===== src/rtl/sie_pkg.sv =====
// ----------------------------------------------------------------------------
// sie_pkg
// Widths, register indexes and field layout shared by the interval estimator.
// ----------------------------------------------------------------------------
package sie_pkg;

  localparam int TIME_W    = 64;  // timestamp width
  localparam int DIGIT_W   = 4;   // digit width of the serial subtractor
  localparam int SAMP_W    = 6;   // batch sample count field
  localparam int TOTAL_W   = 40;  // interval sum, whole us
  localparam int SAMPLES_W = 21;  // sample sum
  localparam int TALLY_W   = 16;  // interval count
  localparam int EST_W     = 32;  // fixed-point estimates
  localparam int CFG_W     = 20;  // widest config register
  localparam int WIN_W     = 16;  // window count registers
  localparam int CFG_ADDR_W = 2;

  localparam int IN_DATA_W  = 72; // arrival_time + batch_samples, byte padded
  localparam int OUT_DATA_W = 64; // two estimates

  localparam logic [CFG_ADDR_W-1:0] CFG_MAX_IV    = 2'd0;
  localparam logic [CFG_ADDR_W-1:0] CFG_MIN_IV    = 2'd1;
  localparam logic [CFG_ADDR_W-1:0] CFG_LONG_WIN  = 2'd2;
  localparam logic [CFG_ADDR_W-1:0] CFG_FIRST_WIN = 2'd3;

endpackage


===== src/rtl/sie_serial_sub.sv =====
// ----------------------------------------------------------------------------
// sie_serial_sub
// Digit-serial subtractor: minuend - subtrahend modulo 2^TIME_W, one digit
// per cycle starting at the least significant digit.
// ----------------------------------------------------------------------------
module sie_serial_sub
  import sie_pkg::*;
(
  input  logic              clk_i,
  input  logic              rst_ni,
  input  logic              start_i,
  input  logic [TIME_W-1:0] minuend_i,
  input  logic [TIME_W-1:0] subtrahend_i,
  output logic              done_o,
  output logic [TIME_W-1:0] diff_o
);

  localparam int NDIG  = TIME_W / DIGIT_W;
  localparam int CNT_W = $clog2(NDIG);

  logic [TIME_W-1:0] a_q, b_q, diff_q;
  logic              borrow_q;
  logic              busy_q, done_q;
  logic [CNT_W-1:0]  cnt_q;
  logic [DIGIT_W:0]  step;

  assign step = {1'b0, a_q[DIGIT_W-1:0]} - {1'b0, b_q[DIGIT_W-1:0]}
              - {{DIGIT_W{1'b0}}, borrow_q};

  always_ff @(posedge clk_i or negedge rst_ni) begin
    if (!rst_ni) begin
      busy_q <= 1'b0;
      done_q <= 1'b0;
      cnt_q  <= '0;
    end else begin
      done_q <= busy_q && (cnt_q == '0);
      if (start_i) begin
        busy_q <= 1'b1;
        cnt_q  <= CNT_W'(NDIG - 1);
      end else if (busy_q) begin
        cnt_q <= cnt_q - 1'b1;
        if (cnt_q == '0) begin
          busy_q <= 1'b0;
        end
      end
    end
  end

  always_ff @(posedge clk_i) begin
    if (start_i) begin
      a_q      <= minuend_i;
      b_q      <= subtrahend_i;
      borrow_q <= 1'b0;
    end else if (busy_q) begin
      a_q      <= a_q >> DIGIT_W;
      b_q      <= b_q >> DIGIT_W;
      borrow_q <= step[DIGIT_W];
      diff_q   <= {step[DIGIT_W-1:0], diff_q[TIME_W-1:DIGIT_W]};
    end
  end

  assign done_o = done_q;
  assign diff_o = diff_q;

endmodule


===== src/rtl/sie_serial_div.sv =====
// ----------------------------------------------------------------------------
// sie_serial_div
// Restoring divider, one quotient bit per cycle, MSB first. A zero divisor
// yields an all-ones quotient.
// ----------------------------------------------------------------------------
module sie_serial_div #(
  parameter int DW = 49,
  parameter int VW = 17
) (
  input  logic          clk_i,
  input  logic          rst_ni,
  input  logic          start_i,
  input  logic [DW-1:0] dividend_i,
  input  logic [VW-1:0] divisor_i,
  output logic          done_o,
  output logic [DW-1:0] quotient_o
);

  localparam int CNT_W = $clog2(DW);

  logic [VW-1:0]    rem_q, dvs_q;
  logic [DW-1:0]    quo_q;
  logic             busy_q, done_q;
  logic [CNT_W-1:0] cnt_q;
  logic [VW:0]      trial, trial_sub;
  logic             ge;

  assign trial     = {rem_q, quo_q[DW-1]};
  assign ge        = trial >= {1'b0, dvs_q};
  assign trial_sub = trial - {1'b0, dvs_q};

  always_ff @(posedge clk_i or negedge rst_ni) begin
    if (!rst_ni) begin
      busy_q <= 1'b0;
      done_q <= 1'b0;
      cnt_q  <= '0;
    end else begin
      done_q <= busy_q && (cnt_q == '0);
      if (start_i) begin
        busy_q <= 1'b1;
        cnt_q  <= CNT_W'(DW - 1);
      end else if (busy_q) begin
        cnt_q <= cnt_q - 1'b1;
        if (cnt_q == '0) begin
          busy_q <= 1'b0;
        end
      end
    end
  end

  always_ff @(posedge clk_i) begin
    if (start_i) begin
      rem_q <= '0;
      dvs_q <= divisor_i;
      quo_q <= dividend_i;
    end else if (busy_q) begin
      rem_q <= ge ? trial_sub[VW-1:0] : trial[VW-1:0];
      quo_q <= {quo_q[DW-2:0], ge};
    end
  end

  assign done_o     = done_q;
  assign quotient_o = quo_q;

endmodule


===== src/rtl/sample_interval_estimator.sv =====
// ----------------------------------------------------------------------------
// sample_interval_estimator
// Batch interval estimator: accumulates accepted inter-batch intervals and
// derives rounded average batch and per-sample intervals (unsigned fixed
// point, FRAC_BITS fraction bits).
//
//   channel   dir  handshake                fields
//   s_axis    in   tvalid/tready            tdata: arrival_time, batch_samples
//                                           tuser: gap_seen
//   m_axis    out  tvalid/tready            tdata: batch est, sample est
//                                           tuser: estimate_changed
//   cfg       in   cfg_we_i                 cfg_addr_i, cfg_wdata_i
//
// Gap beat: goes straight from idle to the output state. Ordinary beat: waits on the
// 4-bit serial timestamp subtractor (16 digits).
// A beat that closes a window then runs the divide, difference and update states;
// both averages run on two serial dividers side by side.
// Reset clears the FSM, accumulators, estimates and valid flag and loads the register
// defaults; no clearing pass. A finished result waits in the output register while the next beat is taken.
// ----------------------------------------------------------------------------
module sample_interval_estimator
  import sie_pkg::*;
#(
  parameter int MAX_BATCH = 32,
  parameter int FRAC_BITS = 8
) (
  input  logic                  clk_i,
  input  logic                  rst_ni,
  input  logic                  s_axis_tvalid,
  output logic                  s_axis_tready,
  input  logic [IN_DATA_W-1:0]  s_axis_tdata,   // [63:0] arrival_time, [69:64] batch_samples
  input  logic                  s_axis_tuser,   // [0] gap_seen
  output logic                  m_axis_tvalid,
  input  logic                  m_axis_tready,
  output logic [OUT_DATA_W-1:0] m_axis_tdata,   // [31:0] batch_interval_est,
                                                // [63:32] sample_interval_est
  output logic                  m_axis_tuser,   // [0] estimate_changed
  input  logic                  cfg_we_i,
  input  logic [CFG_ADDR_W-1:0] cfg_addr_i,
  input  logic [CFG_W-1:0]      cfg_wdata_i
);

  localparam int DW  = TOTAL_W + FRAC_BITS + 1;   // rounded dividend
  localparam int CW  = EST_W + FRAC_BITS + 2;     // bound compare width
  localparam int NW  = TALLY_W + 1;               // incremented count
  localparam int MW  = EST_W + 8;                 // 200 * diff
  localparam logic [7:0] MaxBatch = 8'(MAX_BATCH);

  localparam logic [2:0] ST_IDLE  = 3'd0;
  localparam logic [2:0] ST_SUB   = 3'd1;
  localparam logic [2:0] ST_CHECK = 3'd2;
  localparam logic [2:0] ST_DIV0  = 3'd3;
  localparam logic [2:0] ST_DIV   = 3'd4;
  localparam logic [2:0] ST_DIFF  = 3'd5;
  localparam logic [2:0] ST_UPD   = 3'd6;
  localparam logic [2:0] ST_OUT   = 3'd7;

  logic [2:0] state_q;

  // configuration
  logic [CFG_W-1:0] max_iv_q, min_iv_q;
  logic [WIN_W-1:0] long_win_q, first_win_q;

  // estimator state
  logic [TIME_W-1:0]    prev_q, now_q;
  logic [TOTAL_W-1:0]   total_q;
  logic [SAMPLES_W-1:0] stot_q;
  logic [TALLY_W-1:0]   tally_q;
  logic [EST_W-1:0]     be_q, se_q;
  logic [SAMP_W-1:0]    samp_q;
  logic [NW-1:0]        n_q;
  logic [EST_W-1:0]     avg_q, savg_q, diff_q;
  logic                 changed_q;

  // output register
  logic                  m_valid_q;
  logic [OUT_DATA_W-1:0] m_data_q;
  logic                  m_user_q;

  logic s_hs, m_hs, out_load;
  assign s_axis_tready = (state_q == ST_IDLE);
  assign s_hs          = s_axis_tvalid && s_axis_tready;
  assign m_hs          = m_valid_q && m_axis_tready;
  assign out_load      = (state_q == ST_OUT) && (!m_valid_q || m_axis_tready);

  logic [SAMP_W-1:0] samp_in;
  assign samp_in = ({2'b00, s_axis_tdata[TIME_W+SAMP_W-1:TIME_W]} > MaxBatch)
                 ? MaxBatch[SAMP_W-1:0] : s_axis_tdata[TIME_W+SAMP_W-1:TIME_W];

  // serial timestamp difference
  logic              sub_start, sub_done;
  logic [TIME_W-1:0] iv;
  assign sub_start = s_hs && !s_axis_tuser;

  sie_serial_sub u_sub (
    .clk_i        (clk_i),
    .rst_ni       (rst_ni),
    .start_i      (sub_start),
    .minuend_i    (s_axis_tdata[TIME_W-1:0]),
    .subtrahend_i (prev_q),
    .done_o       (sub_done),
    .diff_o       (iv)
  );

  // bounds
  logic          in_bounds, dflt_ok, est_ok;
  logic [CW-1:0] ivq2, est3, est1;
  assign dflt_ok = (iv[TIME_W-1:CFG_W] == '0) && (iv[CFG_W-1:0] < max_iv_q)
                && (iv[CFG_W-1:0] > min_iv_q);
  assign ivq2    = CW'(iv[EST_W-1:0]) << (FRAC_BITS + 1);
  assign est1    = CW'(be_q);
  assign est3    = est1 + (est1 << 1);
  assign est_ok  = (iv[TIME_W-1:EST_W] == '0) && (ivq2 < est3) && (ivq2 > est1);
  assign in_bounds = (be_q == '0) ? dflt_ok : est_ok;

  // accumulation
  logic [TOTAL_W:0]   tsum;
  logic [SAMPLES_W:0] ssum;
  logic [NW-1:0]      n_next;
  logic               window;
  assign tsum   = {1'b0, total_q} + (TOTAL_W+1)'(iv[EST_W-1:0]);
  assign ssum   = {1'b0, stot_q} + (SAMPLES_W+1)'(samp_q);
  assign n_next = {1'b0, tally_q} + NW'(1);
  assign window = (n_next > {1'b0, long_win_q})
               || ((be_q == '0) && (n_next > {1'b0, first_win_q}));

  // averages
  logic          div_start, div_a_done, div_b_done;
  logic [DW-1:0] div_base, div_a_q, div_b_q;
  assign div_start = (state_q == ST_DIV0);
  assign div_base  = DW'(total_q) << FRAC_BITS;

  sie_serial_div #(.DW(DW), .VW(NW)) u_div_batch (
    .clk_i      (clk_i),
    .rst_ni     (rst_ni),
    .start_i    (div_start),
    .dividend_i (div_base + DW'(n_q >> 1)),
    .divisor_i  (n_q),
    .done_o     (div_a_done),
    .quotient_o (div_a_q)
  );

  sie_serial_div #(.DW(DW), .VW(SAMPLES_W)) u_div_sample (
    .clk_i      (clk_i),
    .rst_ni     (rst_ni),
    .start_i    (div_start),
    .dividend_i (div_base + DW'(stot_q >> 1)),
    .divisor_i  (stot_q),
    .done_o     (div_b_done),
    .quotient_o (div_b_q)
  );

  logic [MW-1:0] diff200;
  assign diff200 = (MW'(diff_q) << 7) + (MW'(diff_q) << 6) + (MW'(diff_q) << 3);

  always_ff @(posedge clk_i or negedge rst_ni) begin
    if (!rst_ni) begin
      max_iv_q    <= CFG_W'(10000);
      min_iv_q    <= CFG_W'(50);
      long_win_q  <= WIN_W'(10000);
      first_win_q <= WIN_W'(100);
    end else if (cfg_we_i) begin
      case (cfg_addr_i)
        CFG_MAX_IV:    max_iv_q    <= cfg_wdata_i;
        CFG_MIN_IV:    min_iv_q    <= cfg_wdata_i;
        CFG_LONG_WIN:  long_win_q  <= cfg_wdata_i[WIN_W-1:0];
        CFG_FIRST_WIN: first_win_q <= cfg_wdata_i[WIN_W-1:0];
        default: ;
      endcase
    end
  end

  always_ff @(posedge clk_i or negedge rst_ni) begin
    if (!rst_ni) begin
      state_q   <= ST_IDLE;
      prev_q    <= '0;
      total_q   <= '0;
      stot_q    <= '0;
      tally_q   <= '0;
      be_q      <= '0;
      se_q      <= '0;
      changed_q <= 1'b0;
      m_valid_q <= 1'b0;
    end else begin
      if (out_load) begin
        m_valid_q <= 1'b1;
      end else if (m_hs) begin
        m_valid_q <= 1'b0;
      end
      case (state_q)
        ST_IDLE: begin
          if (s_hs) begin
            changed_q <= 1'b0;
            if (s_axis_tuser) begin
              prev_q  <= '0;
              state_q <= ST_OUT;
            end else begin
              state_q <= ST_SUB;
            end
          end
        end
        ST_SUB: begin
          if (sub_done) begin
            state_q <= ST_CHECK;
          end
        end
        ST_CHECK: begin
          prev_q <= now_q;
          if ((prev_q != '0) && in_bounds) begin
            total_q <= tsum[TOTAL_W] ? '1 : tsum[TOTAL_W-1:0];
            stot_q  <= ssum[SAMPLES_W] ? '1 : ssum[SAMPLES_W-1:0];
            if (window) begin
              state_q <= ST_DIV0;
            end else begin
              tally_q <= n_next[TALLY_W-1:0];
              state_q <= ST_OUT;
            end
          end else begin
            total_q <= '0;
            stot_q  <= '0;
            tally_q <= '0;
            state_q <= ST_OUT;
          end
        end
        ST_DIV0: state_q <= ST_DIV;
        ST_DIV: begin
          if (div_a_done) begin
            state_q <= ST_DIFF;
          end
        end
        ST_DIFF: state_q <= ST_UPD;
        ST_UPD: begin
          if ((avg_q != '0) && (diff200 > MW'(be_q))) begin
            be_q      <= avg_q;
            se_q      <= savg_q;
            changed_q <= 1'b1;
          end
          total_q <= '0;
          stot_q  <= '0;
          tally_q <= '0;
          state_q <= ST_OUT;
        end
        ST_OUT: begin
          if (out_load) begin
            state_q <= ST_IDLE;
          end
        end
        default: state_q <= ST_IDLE;
      endcase
    end
  end

  always_ff @(posedge clk_i) begin
    if (s_hs) begin
      now_q  <= s_axis_tdata[TIME_W-1:0];
      samp_q <= samp_in;
    end
    if ((state_q == ST_CHECK) && window) begin
      n_q <= n_next;
    end
    if ((state_q == ST_DIV) && div_a_done) begin
      avg_q  <= (div_a_q[DW-1:EST_W] != '0) ? '1 : div_a_q[EST_W-1:0];
      savg_q <= (div_b_q[DW-1:EST_W] != '0) ? '1 : div_b_q[EST_W-1:0];
    end
    if (state_q == ST_DIFF) begin
      diff_q <= (avg_q > be_q) ? (avg_q - be_q) : (be_q - avg_q);
    end
    if (out_load) begin
      m_data_q <= {se_q, be_q};
      m_user_q <= changed_q;
    end
  end

  assign m_axis_tvalid = m_valid_q;
  assign m_axis_tdata  = m_data_q;
  assign m_axis_tuser  = m_user_q;

  // both dividers share a step count
  a_div_lockstep: assert property (@(posedge clk_i) disable iff (!rst_ni)
    div_a_done == div_b_done)
    else $error("dividers out of step");

  a_sub_done_state: assert property (@(posedge clk_i) disable iff (!rst_ni)
    sub_done |-> (state_q == ST_SUB))
    else $error("subtractor finished outside of its wait state");

  a_changed_nonzero: assert property (@(posedge clk_i) disable iff (!rst_ni)
    (m_axis_tvalid && m_axis_tuser) |-> (m_axis_tdata[EST_W-1:0] != '0))
    else $error("estimate reported changed to zero");

  a_accept_busy: assert property (@(posedge clk_i) disable iff (!rst_ni)
    s_hs |=> (state_q != ST_IDLE))
    else $error("beat accepted without starting work");

endmodule

===== config.mk =====
export PLATFORM = sky130hd
export DESIGN_NAME = sample_interval_estimator
export DESIGN_NICKNAME = d
export VERILOG_FILES = /design/src/rtl/sie_pkg.sv /design/src/rtl/sie_serial_sub.sv /design/src/rtl/sie_serial_div.sv /design/src/rtl/sample_interval_estimator.sv
export SDC_FILE = /design/constraint.sdc
export NUM_CORES = 2
export LEC_CHECK = 0
export CAP_MARGIN = 20
export CORE_MARGIN = 2
export CORE_UTILIZATION = 39
export CTS_CLUSTER_DIAMETER = 120
export DETAILED_ROUTE_END_ITERATION = 10
export DONT_BUFFER_PORTS = 1
export GPL_TIMING_DRIVEN = 0
export SYNTH_ARGS = -nofsm -noshare
export SYNTH_HDL_FRONTEND = slang
export SYNTH_HIERARCHICAL = 1
export SYNTH_SLANG_ARGS = --single-unit

===== constraint.sdc =====
create_clock -name clk_i -period 11.15 [get_ports clk_i]
set_input_delay 2.23 -clock clk_i [delete_from_list [all_inputs] [get_ports clk_i]]
set_output_delay 2.23 -clock clk_i [all_outputs]
set_load 0.02 [all_outputs]

==> metrics <==
root buf cell clkbuf_16; max_cap viols 0; number of CTS-inserted buffers 101; CTS H-tree lvls 3; Die H 369 um; DP Area 54700 um^2; crit share post-route 62.0%; slowest CP cell a41oi_1; CTS Hold Bufs 0; Seq pwr share 50.9%; routability congestion estimate 0.946; Critical Path RT 11.72 ns; VDD IR max 0.130 mV; Mapped Area 52100 um^2; Sw Ratio 21.6%; Hold Violations, Final 0; port buffer count 0; CP most frequent cell nand4_1; power density over the cells 124 nW/um^2; setup bufs post-CTS 0; Max stage delay on crit path 0.83 ns; TritonCTS sink count 918; vias 36100; PostCTS Resize Cnt 0; WS Path Type flip-flop to flip-flop; Min-Delay Path Class flip-flop to flip-flop; Pre-Repair DR Iteration Count 5; Design Power 0.00720 W; worst-skew pair later-pin latency 0.75 ns; max_slew headroom 24.2%; Arr. time, crit path 7.48 ns; post-layout min period 6.92 ns; CTS Buffer Depth 3; Site Rows 134; largest net degree at the start of global routing 304; die area 136000 um^2; pre-CTS setup slack 4.34 ns; # DRC 0; average size of a mapped cell 11.4 um^2; remaining global-route overflow 0; setup ws final 4.23 ns; f_max 145 MHz; Startpoint Class flip-flop; CORE AREA 133000 um^2; Clk pwr share 46.8%; status completed; Filler Cell Count 12500; GRT Util Overall 20.5%; Antenna diodes 0; critical path cell sequence inv_1, ha_1, nand4_1, a211oi_1, o21ai_0, a31oi_1, a41o_1, nand4_1, a31o_2, o31ai_1, a21oi_1, xnor2_1, ha_1, nand4_1, or3_1, nor3_1, nor4b_1, nand4_1, a41oi_1, o31ai_2, clkbuf_1, nand2_1, nand2_1; CP Max Fanout 10; clk_skew 0.0675 ns; Worst path top cell family by delay compound AO/OA/AOI/OAI gates; smallest hold slack 0.432 ns; width of the die 369 um; vias in the first global route 35800; Initial Util 39.2%; Layout area overhead 11.5%; cell internal pwr 0.00565 W; final instance area 58100 um^2; Cells after Synth 4577; io pins 167; Final Setup Violations 0; worst slew pin tran 1.13 ns; CTS tree built; Sw Pwr 0.00156 W; initial antenna violation count 7; fraction of layout cells with a size suffix above 1 12.4%; Logic pwr share 2.3%; LEAKAGE 21.4 nW; synthesized net count 5125; Worst setup EP type flip-flop; RSZ-0062 raised after global routing no; post-route ant nets 0; fin nets 5255; Slew Viols, Final 0; Routed WL per cell 21.6 um; DP HPWL 108000 um; first-pass GRT wire length 217000 um; DR iter-0 viols 2748; final WL 142000 um; synth warn 6; WP buf/inv 2; Clk pin slew, worst setup/hold paths 0.06 ns; Via density 5.50
==> state kept, by name (all words and copies together), names as in the netlist, 32 cells and up <==
name / count
m_axis_tdata: 64
savg_q: 32
u_sub/diff_o: 64
u_div_sample/quotient_o: 49
avg_q: 32
prev_q: 64
now_q: 64
total_q: 40
se_q: 32
be_q: 32
diff_q: 32
u_div_batch/quotient_o: 49
u_sub/a_q: 64
u_sub/b_q: 64
==> power by group through the flow <==
stage	Sequential, W	Combinational, W	Clock, W
6_report	0.00367	0.000164	0.00337
3_3_place_gp	0.00373	0.000158	0
4_1_cts	0.00366	0.000165	0.00347
3_5_place_dp	0.00373	0.000163	0
5_1_grt	0.00367	0.000190	0.00360
2_1_floorplan	0.00373	0.000130	0
==> through the flow <==
stage               util [%]  TNS [ns]  instances
finish                  43.7         0       6563
floorplan                  -         0       4577
global route            43.7         0       6563
global placement        40.8    -21.62       6345
CTS                     43.6         0       6559
detailed placement      41.1         0       6368
==> routing by layer <==
| metal | vias up | track usage [%] | part of all wire (%) |
|---|---|---|---|
| met2 | 929 | 33.1 | 46 |
| met4 | 6 | 7.01 | 3.1 |
| met5 | - | 0 | 0.028 |
| met3 | 182 | 3.41 | 5.6 |
| met1 | 17800 | 27.9 | 45 |
| li1 | 17200 | - | - |
==> cell type report <==
class,instances,area [um^2],share of cell area (%)
plain buffers,160,763,1.31
clock buffers,147,2830,4.88
clock inverters,44,542,0.933
inverters,292,1100,1.89
multi-input cells,3207,24600,42.3
flip-flops and latches,918,25700,44.2
well taps,1768,2210,3.81
repair buffers,27,349,0.601
==> cell usage in the layout, fill, tap and decap left out, types with 40 or more instances in the layout <==
| cell | n |
|---|---|
| nand3_1 | 68 |
| clkbuf_1 | 134 |
| xor2_1 | 96 |
| a21oi_1 | 251 |
| inv_1 | 289 |
| mux2_2 | 269 |
| clkbuf_16 | 101 |
| nand4_1 | 90 |
| nor4_1 | 69 |
| edfxtp_1 | 576 |
| nand2b_1 | 93 |
| ha_1 | 408 |
| fa_1 | 40 |
| xnor2_1 | 124 |
| mux2i_1 | 53 |
| a211oi_1 | 44 |
| nand2_1 | 286 |
| a22o_1 | 69 |
| nor3_1 | 74 |
| o21ai_0 | 247 |
| nor2b_1 | 44 |
| a21o_1 | 100 |
| nor2_1 | 257 |
| dfrtp_1 | 287 |
==> path summary, 6_finish.rpt <==
check                                                  to           startpoint  cells past startpoint  slack, ns
setup / recovery                   tally_q[9]$_DFFE_PN0P_  be_q[8]$_DFFE_PN0P_                     23       4.23
hold / removal             u_div_batch/dvs_q[0]$_DFFE_PP_     n_q[0]$_DFFE_PP_                      0       0.43
setup reg to reg                   tally_q[9]$_DFFE_PN0P_  be_q[8]$_DFFE_PN0P_                     23       4.23
hold reg to reg            u_div_batch/dvs_q[0]$_DFFE_PP_     n_q[0]$_DFFE_PP_                      0       0.43
max in group asynchronous           prev_q[2]$_DFFE_PN0P_               rst_ni                      0       9.24
min in group asynchronous           stot_q[0]$_DFFE_PN0P_               rst_ni                      0       1.27
==> worst reg2reg max path: cells and delay by family, from the launching register on <==
family	cells	cell delay [ns]
compound gates	9	2.83
buf+inv	2	0.60
xor+xnor	1	0.13
fa+ha+maj	2	0.79
flops	1	0.62
simple gates	9	1.83
Note: power is estimated with default switching activity, not from simulation.
